==> src/hdl/dit_pkg.sv <==
// Shared types and constants of the decimal integer token parser.
// Depends on nothing.
package dit_pkg;

  localparam int VALUE_BITS_DEF = 64;
  localparam int MAG_PORT_W     = 64;
  localparam int CFG_DATA_W     = 64;
  localparam int CFG_INDEX_W    = 8;
  localparam int OQ_DEPTH       = 8;
  localparam int OQ_PTR_W       = $clog2(OQ_DEPTH);
  localparam int OQ_LEVEL_W     = $clog2(OQ_DEPTH + 1);

  localparam logic [CFG_INDEX_W-1:0] REG_LIMIT  = CFG_INDEX_W'(0);
  localparam logic [CFG_INDEX_W-1:0] REG_SIGNED = CFG_INDEX_W'(1);

  localparam logic [7:0] CH_MINUS = 8'h2D;
  localparam logic [7:0] CH_ZERO  = 8'h30;
  localparam logic [7:0] CH_NINE  = 8'h39;
  localparam logic [7:0] CH_SPACE = 8'h20;
  localparam logic [7:0] CH_TAB   = 8'h09;
  localparam logic [7:0] CH_CR    = 8'h0D;

  typedef enum logic [1:0] {
    ST_OK             = 2'd0,
    ST_DIGIT_EXPECTED = 2'd1,
    ST_OVERFLOW       = 2'd2
  } status_t;

  typedef struct packed {
    status_t status;
    logic    neg;
  } res_tag_t;

  typedef struct packed {
    logic [1:0] count;
    res_tag_t   tag0;
    res_tag_t   tag1;
  } push_t;

endpackage

==> src/hdl/dit_regs.sv <==
// Configuration registers: magnitude limit and signed mode.
// Depends on dit_pkg; keeps the positive and the negative limit ready.
module dit_regs import dit_pkg::*; #(
  parameter int VALUE_BITS = VALUE_BITS_DEF
) (
  input  logic                   clk,
  input  logic                   rst_n,
  input  logic                   cfg_valid,
  output logic                   cfg_ready,
  input  logic [CFG_INDEX_W-1:0] cfg_index,
  input  logic [CFG_DATA_W-1:0]  cfg_data,
  output logic [VALUE_BITS-1:0]  lim_pos,
  output logic [VALUE_BITS-1:0]  lim_neg,
  output logic                   signed_mode
);

  logic [VALUE_BITS-1:0] lim_pos_r, lim_pos_nxt;
  logic [VALUE_BITS-1:0] lim_neg_r, lim_neg_nxt;
  logic                  signed_r, signed_nxt;
  logic [VALUE_BITS-1:0] wr_lim;

  assign cfg_ready = 1'b1;
  assign wr_lim    = cfg_data[VALUE_BITS-1:0];

  always_comb begin
    lim_pos_nxt = lim_pos_r;
    lim_neg_nxt = lim_neg_r;
    signed_nxt  = signed_r;
    if (cfg_valid) begin
      unique case (cfg_index)
        REG_LIMIT: begin
          lim_pos_nxt = wr_lim;
          // saturate the negative limit at all ones
          lim_neg_nxt = (&wr_lim) ? wr_lim : wr_lim + VALUE_BITS'(1);
        end
        REG_SIGNED: signed_nxt = cfg_data[0];
        default: ;
      endcase
    end
  end

  always_ff @(posedge clk) begin
    if (!rst_n) begin
      lim_pos_r <= '1;
      lim_neg_r <= '1;
      signed_r  <= 1'b0;
    end else begin
      lim_pos_r <= lim_pos_nxt;
      lim_neg_r <= lim_neg_nxt;
      signed_r  <= signed_nxt;
    end
  end

  assign lim_pos     = lim_pos_r;
  assign lim_neg     = lim_neg_r;
  assign signed_mode = signed_r;

endmodule

==> src/hdl/dit_core.sv <==
// Parser core: input register, token state and the one-pass step logic.
// Depends on dit_pkg; pushes up to two results per byte into dit_outq.
module dit_core import dit_pkg::*; #(
  parameter int VALUE_BITS = VALUE_BITS_DEF
) (
  input  logic                  clk,
  input  logic                  rst_n,
  input  logic                  in_valid,
  output logic                  in_ready,
  input  logic [7:0]            in_byte,
  input  logic                  in_eoi,
  input  logic [VALUE_BITS-1:0] lim_pos,
  input  logic [VALUE_BITS-1:0] lim_neg,
  input  logic                  signed_mode,
  input  logic [OQ_LEVEL_W-1:0] level,
  output push_t                 push,
  output logic [VALUE_BITS-1:0] push_mag
);

  localparam int SW = VALUE_BITS + 4;

  logic                  stage_v_r;
  logic [7:0]            byte_r;
  logic                  eoi_r;

  logic                  in_num_r, in_num_nxt;
  logic [VALUE_BITS-1:0] acc_r, acc_nxt;
  logic                  dseen_r, dseen_nxt;
  logic                  neg_r, neg_nxt;

  logic [OQ_LEVEL_W:0]   need;
  logic                  is_digit, is_space, is_minus;
  logic [SW-1:0]         sum;
  logic [VALUE_BITS-1:0] lim_act;
  logic                  ovf;
  push_t                 push_c;
  logic [VALUE_BITS-1:0] mag_c;

  assign need     = {1'b0, level} + (stage_v_r ? (OQ_LEVEL_W+1)'(2) : '0);
  assign in_ready = need <= (OQ_LEVEL_W+1)'(OQ_DEPTH - 2);

  always_ff @(posedge clk) begin
    if (!rst_n) begin
      stage_v_r <= 1'b0;
    end else begin
      stage_v_r <= in_valid && in_ready;
    end
  end

  always_ff @(posedge clk) begin
    if (in_valid && in_ready) begin
      byte_r <= in_byte;
      eoi_r  <= in_eoi;
    end
  end

  assign is_digit = (byte_r >= CH_ZERO) && (byte_r <= CH_NINE);
  assign is_space = (byte_r == CH_SPACE) || ((byte_r >= CH_TAB) && (byte_r <= CH_CR));
  assign is_minus = (byte_r == CH_MINUS) && signed_mode;

  // accumulator * 10 + digit, against the limit for the current sign
  assign sum     = (SW'(acc_r) << 3) + (SW'(acc_r) << 1) + SW'(byte_r[3:0]);
  assign lim_act = neg_r ? lim_neg : lim_pos;
  assign ovf     = sum > SW'(lim_act);

  always_comb begin
    logic reexam;
    reexam      = 1'b0;
    in_num_nxt  = in_num_r;
    acc_nxt     = acc_r;
    dseen_nxt   = dseen_r;
    neg_nxt     = neg_r;
    push_c      = '0;
    push_c.tag0 = '{status: ST_OK, neg: 1'b0};
    push_c.tag1 = '{status: ST_OK, neg: 1'b0};
    mag_c       = '0;
    if (eoi_r) begin
      push_c.count = 2'd1;
      if (in_num_r && dseen_r) begin
        push_c.tag0 = '{status: ST_OK, neg: neg_r && (acc_r != '0)};
        mag_c       = acc_r;
      end else begin
        push_c.tag0.status = ST_DIGIT_EXPECTED;
      end
      in_num_nxt = 1'b0;
      acc_nxt    = '0;
      dseen_nxt  = 1'b0;
      neg_nxt    = 1'b0;
    end else begin
      reexam = !in_num_r;
      if (in_num_r) begin
        if (is_digit) begin
          if (ovf) begin
            push_c.count       = 2'd1;
            push_c.tag0.status = ST_OVERFLOW;
            in_num_nxt         = 1'b0;
            acc_nxt            = '0;
            dseen_nxt          = 1'b0;
            neg_nxt            = 1'b0;
          end else begin
            acc_nxt   = sum[VALUE_BITS-1:0];
            dseen_nxt = 1'b1;
          end
        end else begin
          push_c.count = 2'd1;
          in_num_nxt   = 1'b0;
          acc_nxt      = '0;
          dseen_nxt    = 1'b0;
          neg_nxt      = 1'b0;
          if (!dseen_r) begin
            push_c.tag0.status = ST_DIGIT_EXPECTED;
          end else begin
            push_c.tag0 = '{status: ST_OK, neg: neg_r && (acc_r != '0)};
            mag_c       = acc_r;
            reexam      = 1'b1;
          end
        end
      end
      // delimiter or fresh byte seen from the seeking state
      if (reexam) begin
        if (is_space) begin
          in_num_nxt = 1'b0;
        end else if (is_minus) begin
          in_num_nxt = 1'b1;
          neg_nxt    = 1'b1;
        end else if (is_digit) begin
          if (ovf) begin
            push_c.count       = 2'd1;
            push_c.tag0.status = ST_OVERFLOW;
          end else begin
            in_num_nxt = 1'b1;
            acc_nxt    = sum[VALUE_BITS-1:0];
            dseen_nxt  = 1'b1;
          end
        end else if (in_num_r) begin
          push_c.count       = 2'd2;
          push_c.tag1.status = ST_DIGIT_EXPECTED;
        end else begin
          push_c.count       = 2'd1;
          push_c.tag0.status = ST_DIGIT_EXPECTED;
        end
      end
    end
    if (!stage_v_r) begin
      push_c.count = 2'd0;
    end
  end

  always_ff @(posedge clk) begin
    if (!rst_n) begin
      in_num_r <= 1'b0;
      acc_r    <= '0;
      dseen_r  <= 1'b0;
      neg_r    <= 1'b0;
    end else if (stage_v_r) begin
      in_num_r <= in_num_nxt;
      acc_r    <= acc_nxt;
      dseen_r  <= dseen_nxt;
      neg_r    <= neg_nxt;
    end
  end

  assign push     = push_c;
  assign push_mag = mag_c;

endmodule

==> src/hdl/dit_outq.sv <==
// Result queue: takes up to two results a cycle, hands out one while out_ready is high.
// Depends on dit_pkg; fed by dit_core, drives the master-side stream.
module dit_outq import dit_pkg::*; #(
  parameter int VALUE_BITS = VALUE_BITS_DEF
) (
  input  logic                  clk,
  input  logic                  rst_n,
  input  push_t                 push,
  input  logic [VALUE_BITS-1:0] push_mag,
  output logic [OQ_LEVEL_W-1:0] level,
  output logic                  out_valid,
  input  logic                  out_ready,
  output res_tag_t              out_tag,
  output logic [VALUE_BITS-1:0] out_mag
);

  localparam int EW = VALUE_BITS + $bits(res_tag_t);

  function automatic logic [OQ_PTR_W-1:0] inc(input logic [OQ_PTR_W-1:0] p);
    return (p == OQ_PTR_W'(OQ_DEPTH - 1)) ? '0 : p + OQ_PTR_W'(1);
  endfunction

  logic [EW-1:0]         mem_r [OQ_DEPTH];
  logic [OQ_PTR_W-1:0]   wr_ptr_r, wr_ptr_nxt;
  logic [OQ_PTR_W-1:0]   rd_ptr_r, rd_ptr_nxt;
  logic [OQ_LEVEL_W-1:0] cnt_r, cnt_nxt;
  logic                  pop;
  logic [OQ_PTR_W-1:0]   wr_ptr1;

  assign pop     = out_valid && out_ready;
  assign wr_ptr1 = inc(wr_ptr_r);

  always_comb begin
    wr_ptr_nxt = wr_ptr_r;
    case (push.count)
      2'd1:    wr_ptr_nxt = wr_ptr1;
      2'd2:    wr_ptr_nxt = inc(wr_ptr1);
      default: wr_ptr_nxt = wr_ptr_r;
    endcase
    rd_ptr_nxt = pop ? inc(rd_ptr_r) : rd_ptr_r;
    cnt_nxt    = cnt_r + OQ_LEVEL_W'(push.count) - OQ_LEVEL_W'(pop);
  end

  always_ff @(posedge clk) begin
    if (!rst_n) begin
      wr_ptr_r <= '0;
      rd_ptr_r <= '0;
      cnt_r    <= '0;
    end else begin
      wr_ptr_r <= wr_ptr_nxt;
      rd_ptr_r <= rd_ptr_nxt;
      cnt_r    <= cnt_nxt;
    end
  end

  always_ff @(posedge clk) begin
    if (push.count != 2'd0) begin
      mem_r[wr_ptr_r] <= {push.tag0, push_mag};
    end
    if (push.count == 2'd2) begin
      mem_r[wr_ptr1] <= {push.tag1, VALUE_BITS'(0)};
    end
  end

  assign level     = cnt_r;
  assign out_valid = cnt_r != '0;
  assign out_tag   = mem_r[rd_ptr_r][EW-1:VALUE_BITS];
  assign out_mag   = mem_r[rd_ptr_r][VALUE_BITS-1:0];

endmodule

==> src/hdl/decimal_integer_token_parser.sv <==
// Channel  Dir  Handshake          Payload
// in_      in   in_tvalid/tready   tdata: in_byte; tlast: end_of_input
// out_     out  out_tvalid/tready  tdata: magnitude; tuser: status, is_negative
// cfg_     in   cfg_valid/ready    cfg_index, cfg_data
//
// One byte per cycle while in_tready is high; an accepted byte is held in the input
// register, and the step logic between it and the eight-entry result queue writes
// its results into the queue; a byte may leave two results, queued in the same cycle.
// in_tready drops while the queue, the byte in flight and a new byte could exceed eight entries.
// rst_n is synchronous: it clears the token state and queue, restores config.
// Top level: config registers, parser core and result queue.
// Depends on dit_pkg, dit_regs, dit_core and dit_outq.
module decimal_integer_token_parser import dit_pkg::*; #(
  parameter int VALUE_BITS = VALUE_BITS_DEF
) (
  input  logic                   clk,
  input  logic                   rst_n,
  input  logic                   in_tvalid,
  output logic                   in_tready,
  input  logic [7:0]             in_tdata,   // [7:0] in_byte
  input  logic                   in_tlast,
  output logic                   out_tvalid,
  input  logic                   out_tready,
  output logic [MAG_PORT_W-1:0]  out_tdata,  // [63:0] magnitude
  output logic [2:0]             out_tuser,  // [1:0] status, [2] is_negative
  input  logic                   cfg_valid,
  output logic                   cfg_ready,
  input  logic [CFG_INDEX_W-1:0] cfg_index,
  input  logic [CFG_DATA_W-1:0]  cfg_data
);

  logic [VALUE_BITS-1:0] lim_pos;
  logic [VALUE_BITS-1:0] lim_neg;
  logic                  signed_mode;
  logic [OQ_LEVEL_W-1:0] level;
  push_t                 push;
  logic [VALUE_BITS-1:0] push_mag;
  res_tag_t              out_tag;
  logic [VALUE_BITS-1:0] out_mag;

  dit_regs #(.VALUE_BITS(VALUE_BITS)) u_regs (
    .clk         (clk),
    .rst_n       (rst_n),
    .cfg_valid   (cfg_valid),
    .cfg_ready   (cfg_ready),
    .cfg_index   (cfg_index),
    .cfg_data    (cfg_data),
    .lim_pos     (lim_pos),
    .lim_neg     (lim_neg),
    .signed_mode (signed_mode)
  );

  dit_core #(.VALUE_BITS(VALUE_BITS)) u_core (
    .clk         (clk),
    .rst_n       (rst_n),
    .in_valid    (in_tvalid),
    .in_ready    (in_tready),
    .in_byte     (in_tdata),
    .in_eoi      (in_tlast),
    .lim_pos     (lim_pos),
    .lim_neg     (lim_neg),
    .signed_mode (signed_mode),
    .level       (level),
    .push        (push),
    .push_mag    (push_mag)
  );

  dit_outq #(.VALUE_BITS(VALUE_BITS)) u_outq (
    .clk       (clk),
    .rst_n     (rst_n),
    .push      (push),
    .push_mag  (push_mag),
    .level     (level),
    .out_valid (out_tvalid),
    .out_ready (out_tready),
    .out_tag   (out_tag),
    .out_mag   (out_mag)
  );

  assign out_tdata = MAG_PORT_W'(out_mag);
  assign out_tuser = {out_tag.neg, out_tag.status};

endmodule

==> config.mk <==
export PLATFORM = sky130hd
export DESIGN_NAME = decimal_integer_token_parser
export DESIGN_NICKNAME = d
export VERILOG_FILES = /design/src/hdl/dit_pkg.sv /design/src/hdl/dit_regs.sv /design/src/hdl/dit_core.sv /design/src/hdl/dit_outq.sv /design/src/hdl/decimal_integer_token_parser.sv
export SDC_FILE = /design/constraint.sdc
export NUM_CORES = 2
export LEC_CHECK = 0
export ABC_AREA = 1
export BUFFER_PORTS_ARGS = -buffer_cell sky130_fd_sc_hd__buf_2
export CORE_ASPECT_RATIO = 1.1
export CORE_MARGIN = 2
export CORE_UTILIZATION = 30
export DETAILED_ROUTE_END_ITERATION = 7
export GPL_ROUTABILITY_DRIVEN = 0
export PLACE_DENSITY = 0.46
export SETUP_SLACK_MARGIN = 0.05
export SYNTH_ARGS = -nofsm -noshare
export SYNTH_HDL_FRONTEND = slang
export SYNTH_SLANG_ARGS = --single-unit
==> constraint.sdc <==
create_clock -name clk -period 6.3 [get_ports clk]
set_input_delay 1.26 -clock clk [delete_from_list [all_inputs] [get_ports clk]]
set_output_delay 1.26 -clock clk [all_outputs]
set_load 0.01 [all_outputs]
* After elaboration in Yosys (flattened, before gate mapping)
Memories as Yosys holds them, arrays and structs flattened. A register that Yosys moved wholly into a read port is not among the register bits.
Cells that the tools add are included.
** Operators by class
- Add/subtract/negate cells :: 9
- $lt $le $gt $ge :: 6
- Equal/unequal tests :: 8
- Muxes and demuxes :: 77
- Reductions and logical operators :: 17
** Operators by type and width (number)
- 64-bit 2-to-1 mux :: 16
- 67-bit by 65-bit adder with 68-bit output :: 1
- 68-bit by 4-bit adder with 68-bit output :: 1
- 68-bit by 64-bit greater-than comparator with 1-bit output :: 1
- 64-bit by 1-bit adder with 64-bit output, second input constant :: 1
- 64-bit AND reduction :: 1
- 64-bit nonzero test :: 1
- 1-bit 2-to-1 mux :: 37
- 3-bit 2-to-1 mux :: 7
- 4-bit 2-to-1 mux :: 5
- 2-bit 2-to-1 mux :: 9
- 8-bit by 6-bit equality test with 1-bit output, second input constant :: 2
- 5-bit 2-to-1 mux :: 2
- 3-bit by 1-bit adder with 3-bit output, second input constant :: 3
- 3-bit equality test, second input constant :: 3
- 8-bit by 1-bit equality test with 1-bit output, second input constant :: 1
- 8-bit by 4-bit >= comparator with 1-bit output, second input constant :: 1
- 8-bit by 6-bit >= comparator with 1-bit output, second input constant :: 1
- 8-bit by 4-bit <= comparator with 1-bit output, second input constant :: 1
- 8-bit by 6-bit <= comparator with 1-bit output, second input constant :: 1
- 8-bit logical NOT :: 1
- 1-bit logical AND :: 7
- 3-bit one-hot mux with 2 select lines :: 1
- 4-bit by 5-bit adder with 5-bit output :: 1
- 10 further kinds :: 12
** Word-level totals
- Flip-flop bits (word level) :: 216
- Memory bits (writable) :: 536
- Input port bits :: 86
- Output and inout port bits :: 70
- Logic and storage cells :: 131
- Memories :: 1
** Memory list
- u_outq.mem_r :: depth 8, width 67, read ports 1, clocked after Yosys merged registers in 1, wr ports 2, line dit_outq.sv:23 : logic [EW-1:0] mem_r [OQ_DEPTH];

* Logic depth before layout (Yosys ltp)
- Word-level depth :: 16
- Depth in mapped cells :: 43
- Depth with buffers taken out :: 42

* Hierarchy
A second synthesis with hierarchy kept.
** Unflattened totals
- Cell total of the unflattened synthesis :: 7617
- Area, all modules :: 47180.2 sq um
** By module, submodules not included
- dit_outq :: instances 1, cells each 4614, area each 28275.9 sq um, seq. area each 11230.8 sq um
- dit_core :: instances 1, cells each 1930, area each 11912.7 sq um, seq. area each 1631.6 sq um
- dit_regs :: instances 1, cells each 1073, area each 6991.7 sq um, seq. area each 2582.5 sq um

* Worst setup path after synthesis
No wires, ideal clock.
- Kind :: reg2reg
- Start :: reg u_core.byte_r[3]
- End :: mem u_outq.mem_r[1][26] (netlist name)
- Data arrival time :: 5711 ps
- Path slack :: 452 ps
- Stages on the path, launching flop included :: 42
- Path buffers :: 2
- Cells stage by stage :: edfxtp_1 fa_1 inv_1 fa_1 inv_1 nand3_1 nand3_1 nand2_1 nand2_2 nand2_1 nand2_2 a21oi_1 o21ai_0 xor2_1 ha_1 nand2_1 inv_1 nand2_1 (+6 left out) nand2_1 nand2_1 nand2_1 nand2_1 nand2_1 nand2_1 nand3_4 nand2_1 nor2_1 o21ai_0 ha_1 inv_1 nor3_1 nand2_1 nand2_1 clkbuf_1 clkbuf_1 o22ai_1
** RTL lines
- start: declaration :: line dit_core.sv:23 : logic [7:0] byte_r;
- start signal: assignment :: line dit_core.sv:52 : byte_r <= in_byte;
- end: declaration :: line dit_outq.sv:23

==> metrics.csv <==
metric;value;unit
outcome;complete, no violations;
highest ir drop seen on vdd;0.000249;V
maximum clock rate;170;MHz
GRT Overall Usage;21.4;%
hold-critical path depth;2;
post-route cell area;48600;sq um
number of port buffers;154;
Gate Count Post-Synth;5656;
initial standard-cell utilization of the core;30.3;%
half-perimeter wire length of the detailed placement result;106;mm
Placement Rows;140;
number of antenna-violating nets in the routed design;0;
worst hold path class;reg -> reg;
ratio of total power to cell area;314;nW/um^2
unrepaired setup endpoints after global routing;true;
initial DRC count;2965;
wire length of the first global-routing pass;231;mm
Chip Width;353;um
category of the worst setup path launch point;flip-flop;
top fanout value on the critical path;11;
min Tclk post-route;5900;ps
antenna violations before repair;1;
Most Crowded Layer GR;met2;
area enclosed by the die boundary;137000;sq um
global routing met3 resource utilization;2.25;%
number of enable-type register cells in the synthesized netlist;17;
IO Pins;156;
most used flip-flop cell after synthesis;dfxtp_1;
kind of critical path;reg -> reg;
#FFs+latches synth;755;
number of setup violations in the final report;0;
transition time of the tightest slew-check pin;1150;ps
static power due to leakage;22.6;nW
Clk pin slew, worst setup/hold paths;60;ps
terminating pin of the worst hold path;u_regs.lim_pos[31];
number of vias per cell;5.11;
endpoint type of the worst setup path;flip-flop;
maximum number of pins on one net before global-route repair;183;
antenna cell count;0;
count of maximum capacitance violations;0;
mean instance size in the synthesized netlist;7.11;sq um
maximum count of clock buffers along a single path;3;
top cells by area, synth;dfxtp_1 37%, nand2_1 10%, o21ai_0 7.8%;
crit share post-route;93.6;%
yosys warns;0;
clock latency on the worst-skew pair;720;ps
cell type of the slowest stage on the worst timing path;ha_1;
cts-stage hold buffer count;0;
number of nets in the layout;6205;
area of the core region;133000;sq um
cell taking the most area after synthesis;dfxtp_1;
r2r endpoint;u_outq.mem_r[4][35];
synthesized net count;5953;
number of global-route vias before repair;37900;
total via count after detailed routing;39600;
fraction of registers with async set/reset;0;%
Seq/Total Area, Yosys;38.0;%
fraction of layout cells with a size suffix above 1;13.4;%
first-pass detailed-route iteration total;6;
Max transition margin;22.5;%
critical path data required time;6880;ps
layout overhead on the synthesized area;21.0;%
final total power;15.3;mW
fraction of the core area covered by cells at the end of the flow;36.6;%
multi-input combinational cell area;21700;sq um
TritonCTS Sinks;755;
clock skew;54.6;ps
clock tree from TritonCTS;done;
worst path arrival time;6480;ps
DRC viols;0;
root buffer cell;clkbuf_16;
worst reg2reg path depth;35;
worst reg2reg startpoint;u_core.acc_r[37];
met2 layer usage reported by global route;35.8;%
number of distinct standard cells referenced by the synthesized netlist;61;
Total Routed Length;155;mm
met1 usage;29.2;%
htree depth;3;
clock buffers created by TritonCTS;88;
number of filler cells placed in the layout;14400;
biggest cell delay along the critical path;370;ps
fraction of post-synthesis cell area in the top cell type by area;36.7;%
Final Max Slew Viols;0;
Reg area;15300;sq um
final hold violation count;0;
Post-Synthesis Cell Area;40200;sq um
beginning of the worst hold path;u_regs.lim_pos[31];
setup slack of the worst register-to-register path;400;ps
cell area after placement;44900;sq um
height of the chip;388;um
Routed WL per cell;20.0;um
global-route congestion overflow total;0;
per-layer routing:
metal / wire, um / share of wire, % / vias to the layer above
li1: - / - / 19700
met1: 72600 / 47 / 18800
met2: 72300 / 47 / 913
met3: 6230 / 4.0 / 189
met4: 3800 / 2.5 / 0
met5: 0 / 0 / -
Yosys cell counts, types with 16 or more instances:
| library cell | number |
|---|---|
| mux2i_1 | 61 |
| xnor2_1 | 36 |
| dfxtp_1 | 738 |
| nand4_1 | 43 |
| a21oi_1 | 453 |
| ha_1 | 208 |
| nor2_2 | 16 |
| a31oi_1 | 77 |
| nand2_2 | 21 |
| clkbuf_1 | 299 |
| o211ai_1 | 46 |
| buf_1 | 30 |
| o22ai_1 | 273 |
| nor4_1 | 31 |
| nor3_1 | 43 |
| xor2_1 | 65 |
| nand3_1 | 428 |
| edfxtp_1 | 17 |
| nor2_1 | 365 |
| o21ai_0 | 625 |
| inv_1 | 567 |
| a21oi_2 | 20 |
| nand2_1 | 1083 |
logic make-up after synthesis:
family | Yosys count | synth area share, %
buffers and inverters | 928 | 8.86
AND/OR/NAND/NOR | 2053 | 21.6
adder cells (fa/ha/maj) | 211 | 6.62
flip-flops | 755 | 38.0
other | 1 | 0.00933
multiplexers | 61 | 1.52
XOR/XNOR | 101 | 2.20
AO/OA/AOI/OAI | 1546 | 21.2
final cells by class:
| class | count | share of cell area (%) |
|---|---|---|
| multi-input combinational | 3974 | 44.7 |
| clock inverter | 35 | 0.998 |
| tap | 1775 | 4.57 |
| inverter | 585 | 4.55 |
| timing repair buffer | 504 | 8.42 |
| clock buffer | 128 | 5.33 |
| sequential | 755 | 31.5 |
registers in the layout, summed over array words and instances (netlist names), named ones only:
register and cells:
u_core.in_num_r 1, u_core.dseen_r 1, u_outq.rd_ptr_r 3, u_regs.signed_mode 1
u_outq.mem_r 536, u_regs.lim_pos 64, u_core.byte_r 8, u_outq.level 4
u_regs.lim_neg 64, u_core.neg_r 1, u_outq.wr_ptr_r 3, u_core.stage_v_r 1
u_core.eoi_r 1, u_core.acc_r 64
metrics by stage:
stage	worst slack, ps	hold slack (ps)	std cells	TNS (ps)
global route	18.0	480	7756	0
detailed placement	-215	455	7568	-59010
global placement	-204	452	7568	-49370
CTS	62.3	472	7731	0
floorplan	452	431	5656	0
finish	405	468	7756	0
cells in the final DEF (no fill, tap or decap), drive strengths merged, types with 77 or more instances in the layout:
cell	netlist	routed
buf	44	494
ha	208	208
a31oi	77	77
dfxtp	738	738
o22ai	273	273
nand2	1105	1105
nand3	431	432
o21ai	625	625
inv	581	588
nor2	383	383
clkbuf	299	138
a21oi	473	473
worst max-delay path: cells and delay by family, from the launching register on:
kind / cells / cell delay [ps]
compound gates: 2 / 290
xor+xnor: 1 / 130
fa+ha+maj: 4 / 1140
buf+inv: 9 / 1170
flops: 1 / 330
simple gates: 19 / 2730
power breakdown:
group	switching, mW	internal, mW	total, mW	leakage, nW
Clock	2.27	3.18	5.45	1.50
Sequential	0.263	5.59	5.85	6.19
Combinational	2.56	1.43	3.99	14.9
how the worst max path moves through the flow:
stage / startpoint / end
after global routing: u_core.acc_r[2] / u_outq.mem_r[6][40]
after global placement: u_core.byte_r[3] / u_outq.mem_r[7][45]
after floorplan: u_core.byte_r[3] / u_outq.mem_r[1][26]
after detailed placement: u_core.byte_r[3] / u_outq.mem_r[3][65]
after CTS: u_core.byte_r[3] / u_outq.mem_r[4][52]
final: u_core.acc_r[37] / u_outq.mem_r[4][35]
what timing repair did:
item / 4_1_cts / 5_1_grt
gates cloned: 0 / 14
resized for setup: 6 / 54
endpoints found under the hold margin: 0 / 0
buffers inserted: 0 / 11
endpoints found under the setup margin: 537 / 546
pin swaps: 0 / 15
Power figures use the tool's default switching activity.
